`src/rtl/ipv4dq_pkg.sv`:
```
package ipv4dq_pkg;

    // character codes and parse limits
    localparam logic [7:0]  CH_DOT      = 8'h2E;
    localparam logic [7:0]  CH_ZERO     = 8'h30;
    localparam logic [7:0]  CH_NINE     = 8'h39;
    localparam logic [11:0] DIGIT_BASE  = 12'd10;
    localparam logic [11:0] OCTET_MAX   = 12'd255;
    localparam logic [1:0]  DIGITS_MAX  = 2'd3;
    localparam logic [1:0]  DOTS_NEEDED = 2'd3;

    // octet slots in the done_octets word
    localparam logic [1:0] OCTET_FIRST  = 2'd0;
    localparam logic [1:0] OCTET_SECOND = 2'd1;
    localparam logic [1:0] OCTET_THIRD  = 2'd2;

    // running parse state for one string
    typedef struct packed {
        logic [1:0]  octet_index;
        logic [7:0]  octet_value;
        logic [1:0]  digit_count;
        logic        error_seen;
        logic [23:0] done_octets;
    } parse_state_t;

    // one result item
    typedef struct packed {
        logic        parse_ok;
        logic [31:0] address;
    } parse_result_t;

    localparam parse_state_t STATE_CLEAR = '{
        octet_index: 2'd0,
        octet_value: 8'd0,
        digit_count: 2'd0,
        error_seen:  1'b0,
        done_octets: 24'd0
    };

endpackage

```
`src/rtl/ipv4dq_step.sv`:
```
module ipv4dq_step
(
    input  ipv4dq_pkg::parse_state_t  cur,
    input  logic [7:0]                char_code,
    output ipv4dq_pkg::parse_state_t  nxt,
    output ipv4dq_pkg::parse_result_t result
);

    logic        is_digit;
    logic        is_dot;
    logic [11:0] value_next;

    assign is_digit   = (char_code >= ipv4dq_pkg::CH_ZERO) && (char_code <= ipv4dq_pkg::CH_NINE);
    assign is_dot     = (char_code == ipv4dq_pkg::CH_DOT);
    // value * 10 + digit, at most 2559
    assign value_next = 12'(cur.octet_value) * ipv4dq_pkg::DIGIT_BASE
                        + {8'd0, char_code[3:0]};

    // per-character state update
    always_comb
    begin
        nxt = cur;
        if (!cur.error_seen)
        begin
            if (is_digit)
            begin
                if ((cur.digit_count >= ipv4dq_pkg::DIGITS_MAX)
                    || (value_next > ipv4dq_pkg::OCTET_MAX))
                begin
                    nxt.error_seen = 1'b1;
                end
                else
                begin
                    nxt.octet_value = value_next[7:0];
                    nxt.digit_count = cur.digit_count + 2'd1;
                end
            end
            else if (is_dot)
            begin
                if ((cur.digit_count == 2'd0) || (cur.octet_index >= ipv4dq_pkg::DOTS_NEEDED))
                begin
                    nxt.error_seen = 1'b1;
                end
                else
                begin
                    case (cur.octet_index)
                        ipv4dq_pkg::OCTET_FIRST:  nxt.done_octets[7:0]   = cur.octet_value;
                        ipv4dq_pkg::OCTET_SECOND: nxt.done_octets[15:8]  = cur.octet_value;
                        ipv4dq_pkg::OCTET_THIRD:  nxt.done_octets[23:16] = cur.octet_value;
                        default:                  nxt.done_octets        = cur.done_octets;
                    endcase
                    nxt.octet_index = cur.octet_index + 2'd1;
                    nxt.octet_value = 8'd0;
                    nxt.digit_count = 2'd0;
                end
            end
            else
            begin
                nxt.error_seen = 1'b1;
            end
        end
    end

    // end-of-string verdict on the updated state
    always_comb
    begin
        result.parse_ok = !nxt.error_seen && (nxt.octet_index == ipv4dq_pkg::DOTS_NEEDED)
                          && (nxt.digit_count != 2'd0);
        result.address  = result.parse_ok ? {nxt.octet_value, nxt.done_octets} : 32'd0;
    end

endmodule

```
`src/rtl/ipv4dq_out_reg.sv`:
```
module ipv4dq_out_reg
(
    input  logic                      clk,
    input  logic                      rst_n,
    input  logic                      load,
    input  ipv4dq_pkg::parse_result_t load_data,
    output logic                      load_ready,
    output logic                      out_valid,
    input  logic                      out_ready,
    output ipv4dq_pkg::parse_result_t out_data
);

    logic                      valid_reg;
    logic                      valid_next;
    ipv4dq_pkg::parse_result_t data_reg;

    // free when empty or the held result leaves this cycle
    assign load_ready = !valid_reg || out_ready;

    always_comb
    begin
        valid_next = valid_reg;
        if (load && load_ready)
        begin
            valid_next = 1'b1;
        end
        else if (out_ready)
        begin
            valid_next = 1'b0;
        end
    end

    // valid flag
    always_ff @(posedge clk or negedge rst_n)
    begin
        if (!rst_n)
        begin
            valid_reg <= 1'b0;
        end
        else
        begin
            valid_reg <= valid_next;
        end
    end

    // result payload
    always_ff @(posedge clk)
    begin
        if (load && load_ready)
        begin
            data_reg <= load_data;
        end
    end

    assign out_valid = valid_reg;
    assign out_data  = data_reg;

endmodule

```
`src/rtl/ipv4_dotted_quad_parser_top.sv`:
```
// a last character passes the input register, its result the m_axis output register
// throughput: one character per cycle unless a last character is held back
// only a last character waits in the input register while a result is held and not taken
// reset: rst_n is asynchronous, active low; it empties both registers and clears the
// parse state, so the next character starts a new string
module ipv4_dotted_quad_parser_top
(
    input  logic        clk,
    input  logic        rst_n,
    input  logic        s_axis_tvalid,
    output logic        s_axis_tready,
    input  logic [7:0]  s_axis_tdata,   // [7:0] char_code
    input  logic        s_axis_tlast,   // last_char
    output logic        m_axis_tvalid,
    input  logic        m_axis_tready,
    output logic [31:0] m_axis_tdata,   // [31:0] address
    output logic [0:0]  m_axis_tuser    // [0] parse_ok
);

    logic                      in_valid_reg;
    logic                      in_valid_next;
    logic [7:0]                in_char_reg;
    logic                      in_last_reg;
    logic                      advance;
    logic                      out_load_ready;
    ipv4dq_pkg::parse_state_t  state_reg;
    ipv4dq_pkg::parse_state_t  state_next;
    ipv4dq_pkg::parse_state_t  step_state;
    ipv4dq_pkg::parse_result_t step_result;
    ipv4dq_pkg::parse_result_t out_data;

    // a held character moves on unless it is last and the result slot is busy
    assign advance       = in_valid_reg && (!in_last_reg || out_load_ready);
    assign s_axis_tready = !in_valid_reg || advance;

    always_comb
    begin
        in_valid_next = in_valid_reg;
        if (s_axis_tvalid && s_axis_tready)
        begin
            in_valid_next = 1'b1;
        end
        else if (advance)
        begin
            in_valid_next = 1'b0;
        end
    end

    // input register control
    always_ff @(posedge clk or negedge rst_n)
    begin
        if (!rst_n)
        begin
            in_valid_reg <= 1'b0;
        end
        else
        begin
            in_valid_reg <= in_valid_next;
        end
    end

    // input register payload
    always_ff @(posedge clk)
    begin
        if (s_axis_tvalid && s_axis_tready)
        begin
            in_char_reg <= s_axis_tdata;
            in_last_reg <= s_axis_tlast;
        end
    end

    ipv4dq_step u_step
    (
        .cur       (state_reg),
        .char_code (in_char_reg),
        .nxt       (step_state),
        .result    (step_result)
    );

    // parse state clears after the last character
    always_comb
    begin
        state_next = state_reg;
        if (advance)
        begin
            state_next = in_last_reg ? ipv4dq_pkg::STATE_CLEAR : step_state;
        end
    end

    always_ff @(posedge clk or negedge rst_n)
    begin
        if (!rst_n)
        begin
            state_reg <= ipv4dq_pkg::STATE_CLEAR;
        end
        else
        begin
            state_reg <= state_next;
        end
    end

    ipv4dq_out_reg u_out_reg
    (
        .clk        (clk),
        .rst_n      (rst_n),
        .load       (advance && in_last_reg),
        .load_data  (step_result),
        .load_ready (out_load_ready),
        .out_valid  (m_axis_tvalid),
        .out_ready  (m_axis_tready),
        .out_data   (out_data)
    );

    assign m_axis_tdata = out_data.address;
    assign m_axis_tuser = out_data.parse_ok;

endmodule

```
`config.mk`:
```
export PLATFORM = sky130hd
export DESIGN_NAME = ipv4_dotted_quad_parser_top
export DESIGN_NICKNAME = d
export VERILOG_FILES = /design/src/rtl/ipv4dq_pkg.sv /design/src/rtl/ipv4dq_step.sv /design/src/rtl/ipv4dq_out_reg.sv /design/src/rtl/ipv4_dotted_quad_parser_top.sv
export SDC_FILE = /design/constraint.sdc
export NUM_CORES = 1
export LEC_CHECK = 0
export ABC_CLOCK_PERIOD_IN_PS = 8010
export BUFFER_PORTS_ARGS = -buffer_cell sky130_fd_sc_hd__buf_2
export CAP_MARGIN = 20
export CORE_MARGIN = 4
export CORE_UTILIZATION = 62
export DETAILED_ROUTE_END_ITERATION = 16
export PLACE_DENSITY = 0.87
export SYNTH_ARGS = -nofsm -noshare
export SYNTH_HDL_FRONTEND = slang
export SYNTH_SLANG_ARGS = --single-unit
export TNS_END_PERCENT = 30
```
`constraint.sdc`:
```
create_clock -name clk -period 8.01 [get_ports clk]
set_input_delay 1.602 -clock clk [delete_from_list [all_inputs] [get_ports clk]]
set_output_delay 1.602 -clock clk [all_outputs]
set_load 0.02 [all_outputs]
```
==> results of run 1 <==
==> layout make-up <==
| class | instances | area [um2] | area share |
|---|---|---|---|
| Sequential cell | 81 | 2237 | 0.5037 |
| Timing Repair Buffer | 49 | 250.2 | 0.05634 |
| Multi-Input combinational cell | 236 | 1592 | 0.3583 |
| Clock inverter | 7 | 85.08 | 0.01915 |
| Clock buffer | 9 | 123.9 | 0.02789 |
| Tap cell | 75 | 93.84 | 0.02113 |
| Inverter | 16 | 60.06 | 0.01352 |
==> worst min-delay path by stage <==
stage / to / depth (start not counted)
final: state_reg[7] / 1
after global routing: state_reg[4] / 1
after CTS: state_reg[4] / 1
after detailed placement: state_reg[4] / 1
after global placement: state_reg[7] / 1
after floorplan: state_reg[0] / 1
==> layer usage <==
layer | GRT usage | vias to the layer above | routed length [um]
met4 | 0.1060 | 0 | 238
met5 | 0 | - | 0
li1 | - | 1370 | -
met2 | 0.3849 | 182 | 4217
met1 | 0.3530 | 1460 | 3613
met3 | 0.04045 | 24 | 713
==> placed cells by master (no fill, tap or decap), types with 5 or more instances in the layout <==
master / synthesis / layout
nand2b_1: 6 / 6
nand2_1: 38 / 38
nor2b_1: 10 / 10
edfxtp_1: 42 / 42
a22o_1: 28 / 28
inv_1: 16 / 16
nor2_1: 17 / 17
dfrtp_1: 39 / 39
clkbuf_8: 0 / 9
o21ai_0: 5 / 5
ha_1: 21 / 21
xnor2_1: 5 / 5
buf_2: 1 / 47
a21oi_1: 31 / 31
nand3_1: 32 / 32
==> stage by stage <==
| step | hold WS, ps | power (W) | util |
|---|---|---|---|
| after floorplan | 465.9 | 0.0004949 | - |
| after global placement | 484.3 | 0.0005146 | 0.6984 |
| after detailed placement | 481.7 | 0.0005169 | 0.6984 |
| after CTS | 510.7 | 0.0008245 | 0.7329 |
| after global routing | 517.2 | 0.0008490 | 0.7329 |
| final | 507.5 | 0.0008203 | 0.7329 |
==> synthesized netlist by cell type <==
| cell type | number | area share |
|---|---|---|
| dfrtp_1 | 39 | 0.25 |
| buf_2 | 1 | 0.0013 |
| o31ai_1 | 2 | 0.0038 |
| a41oi_1 | 2 | 0.0044 |
| fa_1 | 2 | 0.010 |
| a21oi_1 | 31 | 0.039 |
| a211oi_4 | 1 | 0.0051 |
| xnor2_1 | 5 | 0.011 |
| ha_1 | 21 | 0.066 |
| nor4_2 | 1 | 0.0032 |
| nor3_1 | 1 | 0.0013 |
| or2_2 | 1 | 0.0016 |
| nand2_1 | 38 | 0.036 |
| nand4b_1 | 1 | 0.0022 |
| nand4_4 | 1 | 0.0054 |
| o221ai_1 | 1 | 0.0022 |
| inv_1 | 16 | 0.015 |
| a41o_1 | 2 | 0.0051 |
| a2bb2oi_1 | 1 | 0.0022 |
| nor2b_1 | 10 | 0.016 |
| a22o_1 | 28 | 0.062 |
| nand3_1 | 32 | 0.041 |
| nand4_1 | 2 | 0.0032 |
| mux2i_1 | 2 | 0.0051 |
| buf_6 | 3 | 0.0085 |
| nor2_1 | 17 | 0.016 |
| nand2b_1 | 6 | 0.0095 |
| o31a_1 | 1 | 0.0022 |
| nor4_1 | 2 | 0.0032 |
| clkbuf_1 | 6 | 0.0057 |
| a21oi_2 | 2 | 0.0044 |
| and2_1 | 2 | 0.0032 |
| buf_1 | 1 | 0.00095 |
| a21o_1 | 2 | 0.0038 |
| edfxtp_1 | 42 | 0.32 |
| and3_1 | 2 | 0.0032 |
| xor2_1 | 2 | 0.0044 |
| or2_1 | 1 | 0.0016 |
| a2111oi_0 | 1 | 0.0022 |
| o2bb2ai_1 | 3 | 0.0066 |
| a221oi_1 | 1 | 0.0022 |
| o21ai_0 | 5 | 0.0063 |
| nor3b_1 | 1 | 0.0019 |
| nand3b_1 | 3 | 0.0057 |
==> critical path: cells and delay by family <==
kind                   cells  cell delay [ps]
buffers and inverters      2              330
AND/OR/NAND/NOR            1              220
==> cells by family (layout without fill, tap and decap cells) <==
family,Yosys count,after routing,share of synthesized area
AO/OA/AOI/OAI,83,83,0.1519
XOR/XNOR,7,7,0.01551
AND/OR/NAND/NOR,121,121,0.1535
adder cells (fa/ha/maj),23,23,0.07658
multiplexers,2,2,0.005063
buffers and inverters,27,81,0.03164
flip-flops,81,81,0.5658
==> power groups by stage <==
| stage | Clock, W | Combinational, W | Sequential, W |
|---|---|---|---|
| CTS | 0.000316 | 0.0000512 | 0.000457 |
| global route | 0.000335 | 0.0000558 | 0.000458 |
| floorplan | 0 | 0.0000212 | 0.000474 |
| finish | 0.000312 | 0.0000509 | 0.000457 |
| global placement | 0 | 0.0000493 | 0.000465 |
| detailed placement | 0 | 0.0000511 | 0.000466 |
==> results by stage, run 1 <==
Run status:
- The flow ran to the end, and the final reports show no timing, DRC or antenna violations.

Worst hold path:
- The worst hold path belongs to the class reg2reg.
- The startpoint identified for the worst hold timing path is state_reg[7].

Worst setup path:
- Tracing the worst setup path back leads to its startpoint at m_axis_tready.
- The classification of the worst setup path is in2out.
- The library cell appearing most often on the critical path is buf_2.
- The worst reg2reg path endpoint is u_out_reg.out_data[23].
- The element type at the critical path start is an input pin.
- For the worst setup path, the data required time is 6410 ps.
- Of all nets on the critical path, the largest fanout is 3.
- In this run the critical register-to-register path is launched from state_reg[28].
- For this design, the slowest cell found on the critical path is nand4b_1.
- The signal on the critical path passes through buf_2 > nand4b_1 > buf_2.
- Data on the critical path arrives at its endpoint at 2150 ps.
- The register-to-register setup slack is 4260 ps.
- STA classifies the critical path endpoint as an output port.
- For this run, the slowest stage of the critical path takes 220 ps.
- Following the worst setup path forward leads to its endpoint at s_axis_tready.
- The cell count of the worst reg-to-reg path is 11.

Yosys:
- The count of different cell masters after synthesis is 44.
- The warning count from the yosys run is 0.
- A synthesized cell averages 11.49 um2.
- The net count of the mapped netlist is 380.
- The number of synthesized register bits is 81.
- The share of the yosys chip area belonging to registers is 0.5658.
- The count of mapped cells out of synthesis is 344.
- The area of the mapped netlist is 0.003954 mm2.

Routing:
- The final wirelength is 8783 um.
- Before antenna repair, the detailed router went through 5 iterations.
- Using the TritonRoute via totals, the vias-per-cell ratio works out to 6.419.
- In the final routed layout, each cell accounts on average for 18.57 um.
- For this run, design rule violations remaining after detail routing come to 0.
- After the first detailed-routing iteration, the DRC count stood at 356.
- The post-detailed-route count of antenna-violating nets is 0.
- The vias after detailed routing is 3036.

Clock tree:
- The count of cells resized by post-cts repair is 0.
- The depth of the CTS H-tree is 3.
- TritonCTS built the clock tree.
- The register clock-pin slew on the reported worst setup and hold paths is 90 ps.
- The number of buffers inserted to repair setup after CTS is 0.
- The root buffer cell chosen for the clock tree is clkbuf_8.
- Counting the buffers created by CTS gives 9.
- The worst-case clock buffer depth is 2.
- The clock drives 81 sinks.
- The clock latency reported for the late side of the worst-skew pair is 360 ps.
- Hold repair after CTS inserted 0 buffers.

STA:
- Setup violations remaining at the end of the flow were counted as 0.
- The total negative slack is 0 ps.
- At the pin with the least slew margin, the transition time is 875.4 ps.
- The final clock skew is 14.89 ps.
- Derived from the worst setup path, the maximum achievable clock frequency is 266.7 MHz.
- In the finished design, the share of the clock period the worst path needs comes to 0.4681.
- Setup repair after global routing left no endpoint under its margin.
- The number of pins exceeding their max-slew limit in the final report is 0.
- The smallest setup slack after layout is 4261 ps.
- The relative slew slack is 0.4164.
- The final count of hold timing violations came to 0.
- The clock period minus worst slack is 3749 ps.

Floorplan:
- The die area is 0.007719 mm2.
- The region available for standard cell placement spans 0.006061 mm2.
- The number of core rows is 28.
- The chip height is 87.86 um.
- For this configuration, the core starts out at a cell density of 0.6524.
- 48 I/O pins were placed.
- The die extent in x is 87.86 um.

Power and ir drop:
- The peak supply drop is 0.1561 mV.
- The proportion of power drawn by flip-flops and latches is 0.557.
- The combinational share of power is 0.062.
- Of the total power, the share spent switching nets is 0.2505.
- The share of total power dissipated in the clock network is 0.381.
- The power per cell area is 184.7 mW/mm2.
- The power spent charging and discharging nets is 0.0002055 W.
- The reported leakage power is 1.849 nW.
- The internal portion of the total power is 0.0006148 W.

Layout:
- At the end of the flow, the number of nets in the layout was 429.
- The register with the most flip-flops in the layout has 37 of them.
- The fraction of final layout cells with drive strength greater than 1 is 0.1784.
- The area growth from synthesis to layout is 12.34%.
- The antenna cell count is 0.
- The non-filler instance count after layout is 473.
- Once layout is done, the placed cells without fillers occupy 0.004442 mm2.
- The number of fill cells in the layout is 403.

Placed design:
- Routability-driven placement finished with a final weighted congestion of 0.9077.
- Once detailed placement completed, the half-perimeter wirelength came to 6301 um.
- The port buffer count is 47.
- The total instance count after detailed placement is 457.
- In this run the cell area measured after placement is 0.004233 mm2.
- The setup slack at placement is 4278 ps.

Global routing:
- The largest net degree at the start of global routing is 40.
- The first global-routing pass estimated 14370 um of wire.
- The via count of the first global-routing pass is 2829.
- Summed over all layers, the global routing overflow is 0.
- The overall global routing resource usage is 0.2493.
- The number of antenna violations at the first check in global routing is 0.

Flow run:
- The max-capacitance violation count is 0.
Power figures use the tool's default switching activity.
==> inputs of run 2 (changes only) <==
--- a/config.mk
+++ b/config.mk
@@ -5,13 +5,13 @@
 export SDC_FILE = /design/constraint.sdc
 export NUM_CORES = 1
 export LEC_CHECK = 0
-export ABC_CLOCK_PERIOD_IN_PS = 8010
+export ABC_CLOCK_PERIOD_IN_PS = 3450
 export BUFFER_PORTS_ARGS = -buffer_cell sky130_fd_sc_hd__buf_2
 export CAP_MARGIN = 20
 export CORE_MARGIN = 4
-export CORE_UTILIZATION = 62
+export CORE_UTILIZATION = 58
 export DETAILED_ROUTE_END_ITERATION = 16
-export PLACE_DENSITY = 0.87
+export PLACE_DENSITY = 0.83
 export SYNTH_ARGS = -nofsm -noshare
 export SYNTH_HDL_FRONTEND = slang
 export SYNTH_SLANG_ARGS = --single-unit
==> constraint.sdc (replaced) <==
create_clock -name clk -period 3.45 [get_ports clk]
set_input_delay 0.69 -clock clk [delete_from_list [all_inputs] [get_ports clk]]
set_output_delay 0.69 -clock clk [all_outputs]
set_load 0.02 [all_outputs]
==> run 2 against run 1 <==
Total power up 130%. Die area grew 6.3%. Non-clock buffer count grew 9. Largest cell class unchanged. Core utilization is 3.5 points lower. Sequential cell count is the same. Critical path depth up 9. Sequential share of layout area down 1.0 points. Routed wire length up 1.5%. Register-to-register slack lost 4000 ps. Critical endpoint is now u_out_reg.out_data[4].
==> results by stage, run 2 (synthesis results as in run 1) <==
Layout:
- The fraction of final layout cells with drive strength greater than 1 came to 0.2039 (+0.02554).
- The footprint of the flip-flops and latches came to 0.002238 mm2 (about the same).
- The number of flip-flops in the largest register is 37 (unchanged).
- In the layout the commonest cells are buf_2 (47), edfxtp_1 (42), nand2_1 (38), dfrtp_1 (38), nand3_1 (32).
- The post-layout instance area is 0.004536 mm2 (+2.1%).
- The share of the core filled with cells is 0.6983 (-0.03454).
- The number of fill cells in the layout is 462 (+15%).
- The number of nets at the end of the flow was 438 (+2.1%).
- The leading cell type in the layout, fill and taps excluded is buf_2.
- The antenna cell count is 0 (unchanged).
- The area of the multi-input gates came to 0.001603 mm2 (+0.71%).
- The relative area change from synthesis to final layout is 14.72%.

Worst setup path:
- The largest stage delay on the critical path is 520 ps (+300 ps).
- The setup path with the least slack is of type reg2reg.
- The top cell family by delay on the critical path is compound AO/OA/AOI/OAI gates.
- The register-to-register setup slack is 210 ps (-4050 ps).
- The element type at the critical path start is a flip-flop.
- The critical path startpoint is state_reg[30].
- The data required time at the worst endpoint is 3640 ps (-2770 ps).
- The cell count of the worst reg-to-reg path is 12 (+1).
- The buffer and inverter count on the worst path is 2 (unchanged).
- The start of the worst register-to-register path is state_reg[30].
- The cell type of the slowest stage on the worst timing path is a2111oi_0.
- Counting stages on the worst path, the most repeated cell is ha_1.
- The signal arrival time at the worst endpoint came to 3430 ps (+1280 ps).
- The critical path goes through ha_1 > ha_1 > inv_1 > fa_1 > nand2b_1 > a21oi_2 > a2111oi_0 > o31ai_1 > a211oi_4 > nand4_4 > buf_6 > a21oi_1.
- In this run the critical register-to-register path is captured at u_out_reg.out_data[4].
- The worst setup path is captured at a flip-flop.
- The maximum fanout along the worst path is 20 (+17).

STA:
- The final count of hold timing violations is 0 (unchanged).
- Derived from the worst setup path, the maximum achievable clock frequency is 308.9 MHz.
- The slew at the pin closest to its max-slew limit is 889.9 ps (+14.47 ps).
- The relative slew slack is 0.4067 (-0.009647).
- The total negative slack came to 0 ps (unchanged).
- Setup repair after global routing left no endpoint under its margin.
- The final clock skew is 8.802 ps (-6.085 ps).
- The number of pins exceeding their max-slew limit in the final report was 0 (unchanged).
- The count of endpoints failing setup in the final report came to 0 (unchanged).
- The clock period minus worst slack is 3238 ps.
- Of the available clock period, the critical path in the final layout requires 0.9385.

Floorplan:
- The area of the placeable core came to 0.006495 mm2 (+7.2%).
- The number of core rows is 29 (+3.6%).
- The top-level I/O count is 48 (unchanged).
- The chip height came to 90.57 um (+3.1%).
- The die extent in x is 90.57 um (+3.1%).
- The die area is 0.008202 mm2 (+6.3%).
- The initial core utilization is 0.6087 (-0.04361).

Global routing:
- The number of antenna violations at the first check in global routing came to 0 (unchanged).
- The sum of overflow across all layers after global routing is 0 (unchanged).
- The via count of the first global-routing pass is 2985 (+5.5%).
- The overall global routing resource usage was 0.2325 (-0.01684).
- The wire length of the first global-routing pass is 15000 um (+4.4%).
- The largest net degree at the start of global routing came to 40 (unchanged).

Placed design:
- The total cell area at the placement stage is 0.004308 mm2 (+1.8%).
- The port buffer count is 47 (unchanged).
- The placer congestion estimate was 0.8933 (-1.6%).
- The detailed placer's ending HPWL is 6474 um (+2.8%).

Routing:
- The vias after detailed routing is 3036 (unchanged).
- The number of design-rule violations left by the first detailed-router iteration is 338 (-5.1%).
- The post-detailed-route via-to-cell ratio is 6.273 (-2.3%).
- The detailed-router iteration count before antenna repair is 5 (unchanged).
- The final wirelength came to 8912 um (+1.5%).
- The post-detailed-route count of antenna-violating nets is 0 (unchanged).
- The DRC violation count after routing is 0 (unchanged).
- The detail-routed net length per standard cell is 18.41 um (-0.84%).

Clock tree:
- The worst-case clock buffer depth came to 2 (unchanged).
- The CTS tree is yes.
- The TritonCTS buffer count came to 9 (unchanged).
- The clock latency reported for the late side of the worst-skew pair is 360 ps (about the same).
- The count of hold-fix buffers inserted at cts is 0 (unchanged).
- The register clock-pin slew on the reported worst setup and hold paths was 80 ps (about the same).
- The depth of the CTS H-tree is 3 (unchanged).
- The CTS root buffer is clkbuf_8.
- The clock sink total is 81 (unchanged).

Run status:
- The flow ran to the end, and the final reports show no timing, DRC or antenna violations.

Power and ir drop:
- The reported leakage power came to 1.914 nW (+3.5%).
- The power per cell area is 416.7 mW/mm2 (+130%).
- The peak supply drop is 0.2533 mV (+62%).
- The total power after layout was 0.001890 W (+130%).

Worst hold path:
- The class of the tightest hold or removal check is in2async.

Flow run:
- The max-capacitance violation count is 0 (unchanged).
[run 2: changes by cell type in the layout (fill, tap and decap cells not counted), sizes merged]
| cell | before | now |
|---|---|---|
| clkinv | 0 | 4 |
| buf | 49 | 58 |
| clkbuf | 9 | 10 |
| inv | 20 | 17 |
| clkinvlp | 2 | 0 |
[run 2: what timing repair did]
action,in CTS,in global routing
setup buffers,0,1
gates resized for setup,0,4
setup endpoints to repair,0,38
hold endpoints to repair,0,0
[run 2: how the worst max path moves through the flow]
stage,endpoint,depth (start not counted)
finish,u_out_reg.out_data[4],12
global route,u_out_reg.out_data[5],12
CTS,u_out_reg.out_data[4],12
detailed placement,u_out_reg.out_data[4],12
global placement,u_out_reg.out_data[6],12
floorplan,u_out_reg.out_data[31],12
[run 2: layer usage]
layer	share of wire	routed length, um	track usage
met1	0.41	3627	0.3151
met2	0.47	4170	0.3626
met3	0.11	938	0.06250
met4	0.020	174	0.07908
met5	0	0	0
[run 2: metrics by stage]
step	cells	hold slack, ps	worst slack [ps]
after floorplan	344	394.4	498.3
after detailed placement	467	485.6	179.0
after global placement	467	484.9	305.6
after CTS	483	467.5	149.7
after global routing	484	480.3	3.492
final	484	450.2	212.2
[run 2: final cells by class]
type,instances,share of cell area
Tap cell,77,0.02124
Inverter,16,0.01324
Multi-Input combinational cell,236,0.3534
Clock buffer,10,0.03034
Sequential cell,81,0.4935
Clock inverter,6,0.01462
Timing Repair Buffer,58,0.07366
[run 2: power breakdown]
group,leakage [nW],internal [W],switching [W]
Combinational,0.863,0.0000372,0.0000861
Clock,0.107,0.000356,0.000349
Sequential,0.944,0.00105,0.0000156
Total,1.91,0.00144,0.000451
==> inputs of run 3 (changes only) <==
--- a/config.mk
+++ b/config.mk
@@ -11,8 +11,9 @@
 export CORE_MARGIN = 4
 export CORE_UTILIZATION = 58
 export DETAILED_ROUTE_END_ITERATION = 16
-export PLACE_DENSITY = 0.83
+export PLACE_DENSITY = 0.82
 export SYNTH_ARGS = -nofsm -noshare
 export SYNTH_HDL_FRONTEND = slang
+export SYNTH_HIERARCHICAL = 1
 export SYNTH_SLANG_ARGS = --single-unit
 export TNS_END_PERCENT = 30
==> run 3 against run 2 <==
Cell area rose by 4.4%. Register-to-register slack improved by 30 ps. Critical path depth fell by 2. Largest cell class unchanged. Critical endpoint is now state_reg[28]. Worst hold slack got worse by 6.7 ps. Via count fell by 9.4%.
==> results by stage, run 3 <==
Layout:
- The share of the core filled with cells is 0.6820 (-0.01634).
- The number of fill cells in the layout came to 519 (+12%).
- The antenna cell count is 0 (unchanged).
- The leading cell type in the layout, fill and taps excluded is buf_2.
- The number of nets at the end of the flow is 399 (-8.9%).
- The number of flip-flops in the largest register was 37 (unchanged).
- In the layout the commonest cells are buf_2 (47), edfxtp_1 (42), dfrtp_1 (39).
- The relative area change from synthesis to final layout is 12.18%.
- The fraction of final layout cells with drive strength greater than 1 came to 0.3533 (+0.1493).

Yosys:
- The warning count from the yosys run is 6 (+6).
- The dominant cell by count in the synthesized netlist is edfxtp_1.
- The number of synthesized flops with an enable pin is 42 (unchanged).
- The synthesized area per cell came to 13.62 um2 (+18%).
- The net count of the mapped netlist is 346 (-8.9%).
- The count of mapped cells out of synthesis is 310 (-9.9%).
- In the post-synthesis netlist, the biggest area contributors are edfxtp_1 (30%), dfrtp_1 (23%), a22o_1 (7.7%).
- The fraction of registers with async set or reset after synthesis is 0.4815 (unchanged).
- The area of the mapped netlist came to 0.004222 mm2 (+6.8%).
- The most used flip-flop cell after synthesis is edfxtp_1.
- The number of synthesized register bits is 81 (unchanged).
- The area share of the leading cell type in the synthesized netlist was 0.2988 (-0.02023).
- The count of different cell masters after synthesis was 48 (+9.1%).
- The share of the yosys chip area belonging to registers was 0.5299 (-0.03589).
- The largest total area in the synthesized netlist belongs to edfxtp_1.
- In the synthesized netlist, the cells that appear most often are edfxtp_1 (42), dfrtp_1 (39), a22o_1 (37).

Placed design:
- The port buffer count is 47 (unchanged).
- The detailed placer's ending HPWL is 5905 um (-8.8%).
- The placer congestion estimate was 0.8689 (-2.7%).

STA:
- The number of pins exceeding their max-slew limit in the final report was 0 (unchanged).
- The total negative slack is 0 ps (unchanged).
- The fmax came to 311.5 MHz (+0.85%).
- Setup repair after global routing left no endpoint under its margin.
- The count of endpoints failing setup in the final report is 0 (unchanged).
- The slew at the pin closest to its max-slew limit is 983.9 ps (+94.04 ps).
- The final count of hold timing violations came to 0 (unchanged).
- The relative slew slack was 0.3416 (-0.06518).
- The final clock skew was 8.579 ps (-0.2231 ps).
- The clock period minus worst slack is 3210 ps (-27.35 ps).
- The final clock period utilization by the worst path is 0.9306 (-0.007929).

Run status:
- The flow ran to the end, and the final reports show no timing, DRC or antenna violations.

Global routing:
- The global routing met2 resource utilization is 0.3478 (-0.01474).
- The number of antenna violations at the first check in global routing is 0 (unchanged).
- The via count of the first global-routing pass is 2831 (-5.2%).
- The wire length of the first global-routing pass is 14590 um (-2.7%).
- The sum of overflow across all layers after global routing came to 0 (unchanged).
- The most used routing layer in global routing is met2.
- The overall global routing resource usage is 0.2159 (-0.01654).
- The met3 usage is 0.04344 (-0.01906).
- The met1 track demand over resource is 0.2963 (-0.01879).
- The largest net degree at the start of global routing came to 40 (unchanged).

Clock tree:
- The clock sink total was 81 (unchanged).
- TritonCTS built the clock tree.
- The worst-case clock buffer depth came to 2 (unchanged).
- The TritonCTS buffer count is 9 (unchanged).
- The tree is rooted in a clkbuf_8.
- The count of cells resized by post-cts repair is 0 (unchanged).
- The count of hold-fix buffers inserted at cts is 0 (unchanged).
- The number of buffers inserted to repair setup after CTS came to 0 (unchanged).
- The clock latency reported for the late side of the worst-skew pair came to 360 ps (about the same).
- The depth of the CTS H-tree came to 3 (unchanged).
- The register clock-pin slew on the reported worst setup and hold paths is 90 ps (about the same).

Worst setup path:
- The data required time at the worst endpoint is 3750 ps (+110 ps).
- Among all stages on the critical path, the largest delay is contributed by fa_1.
- The element type at the critical path end is a flip-flop.
- The signal arrival time at the worst endpoint was 3510 ps (+80 ps).
- The classification of the worst setup path is reg2reg.
- STA classifies the critical path startpoint as a flip-flop.
- The maximum fanout along the worst path was 21 (+5.0%).
- The largest stage delay on the critical path is 470 ps (-50 ps).
- Traced cell by cell, the critical path runs through ha_1 > inv_1 > fa_1 > xnor2_1 > o211a_1 > a21oi_2 > o211ai_4 > buf_4 > mux2i_1 > a22o_1.

Routing:
- The detailed-router iteration count before antenna repair is 4 (-1).
- The detail-routed net length per standard cell is 18.77 um (+1.9%).
- The DRC violation count after routing was 0 (unchanged).
- The final wirelength was 8710 um (-2.3%).
- The vias after detailed routing is 2751 (-9.4%).
- The post-detailed-route via-to-cell ratio is 5.929 (-5.5%).
- The number of design-rule violations left by the first detailed-router iteration came to 212 (-37%).
- The post-detailed-route count of antenna-violating nets is 0 (unchanged).

Power and ir drop:
- The internal power summed over all cells came to 0.001369 W (-4.9%).
- The power per cell area came to 395.8 mW/mm2 (-5.0%).
- The switching part of the total is 0.2698 (+0.03106).
- The proportion of power drawn by flip-flops and latches was 0.569 (+0.008).
- The power share of the clock group was 0.353 (-0.020).
- The peak supply drop is 0.2999 mV (+18%).
- The combinational share of power came to 0.078 (+0.013).
- The power spent charging and discharging nets is 0.0005057 W (+12%).
- The reported leakage power was 2.036 nW (+6.4%).

Worst hold path:
- The worst hold path belongs to the class in2async.

Flow run:
- The max-capacitance violation count came to 0 (unchanged).

Floorplan:
- The top-level I/O count was 48 (unchanged).
- The die extent in x was 93.32 um (+3.0%).
- The die area is 0.008708 mm2 (+6.2%).
- The initial core utilization was 0.6079 (-0.0008180).
- The area of the placeable core came to 0.006944 mm2 (+6.9%).
- The number of core rows is 30 (+3.4%).
- The chip height is 93.32 um (+3.0%).
run 3: changes by cell type in the layout (fill, tap and decap cells not counted), moves of 9 or more:
| cell | change |
|---|---|
| nand3_1 | -29 |
| a22o_1 | +9 |
| nor2_1 | -10 |
| nor3b_2 | +12 |
| nand2_1 | -27 |
| mux2_2 | +24 |
| a21oi_1 | -27 |
| nor3b_1 | +13 |
run 3: logic make-up (layout without fill, tap and decap cells):
| logic type | after synthesis | in the layout | share of synthesized area |
|---|---|---|---|
| AO/OA/AOI/OAI | 57 | 57 | 0.1218 |
| AND/OR/NAND/NOR | 81 | 81 | 0.1372 |
| flip-flops | 81 | 81 | 0.5299 |
| adder cells (fa/ha/maj) | 23 | 23 | 0.07172 |
| XOR/XNOR | 9 | 9 | 0.01867 |
| multiplexers | 32 | 32 | 0.08417 |
| buffers and inverters | 27 | 85 | 0.03645 |
run 3: worst paths after layout:
kind / endpoint / startpoint / depth (start not counted) / slack [ps]
worst max-delay path: state_reg[28] / state_reg[29] / 10 / 240
worst min-delay path: state_reg[15] / rst_n / 1 / 440
worst max register to register: state_reg[28] / state_reg[29] / 10 / 240
worst min register to register: state_reg[15] / state_reg[15] / 1 / 510
max in group asynchronous: state_reg[33] / rst_n / 1 / 2440
min in group clk: in_char_reg[3] / s_axis_tdata[3] / 1 / 500
run 3: critical path: cells and delay by family, from the launching register on:
| kind | cells | cell delay, ps |
|---|---|---|
| adder cells (fa/ha/maj) | 2 | 810 |
| XOR/XNOR | 1 | 290 |
| flip-flops | 1 | 460 |
| multiplexers | 1 | 240 |
| AO/OA/AOI/OAI | 4 | 920 |
| buffers and inverters | 2 | 420 |
run 3: final cells by class:
cell class / instances / area [um2] / share of cell area
multi-input cells: 202 / 1838 / 0.3881
well taps: 96 / 120.1 / 0.02536
clock buffers: 9 / 123.9 / 0.02616
clock inverters: 7 / 61.31 / 0.01295
flip-flops and latches: 81 / 2237 / 0.4724
repair buffers: 57 / 310.3 / 0.06552
inverters: 12 / 45.04 / 0.009511
run 3: metal layers:
metal	up-vias	routed length (um)
met3	9	413
met4	0	83
li1	1270	-
met5	-	0
met1	1387	3908
met2	85	4305
run 3: through the flow:
step / hold WS (ps) / std cells / total power, W / cell area, um2 / setup WS [ps]
after floorplan: 394.4 / 310 / 0.001179 / 4222 / 580.7
after global placement: 476.4 / 448 / 0.001230 / 4551 / 394.3
after detailed placement: 476.4 / 448 / 0.001235 / 4551 / 307.2
after CTS: 477.1 / 464 / 0.001888 / 4736 / 264.2
after global routing: 490.6 / 464 / 0.001948 / 4736 / 58.48
final: 443.5 / 464 / 0.001874 / 4736 / 239.6
run 3: power groups by stage:
| stage | registers (W) | clock network (W) | logic [W] |
|---|---|---|---|
| finish | 0.00107 | 0.000661 | 0.000147 |
| global placement | 0.00109 | 0 | 0.000144 |
| floorplan | 0.00111 | 0 | 0.0000653 |
| CTS | 0.00107 | 0.000673 | 0.000148 |
| detailed placement | 0.00109 | 0 | 0.000147 |
| global route | 0.00107 | 0.000718 | 0.000160 |
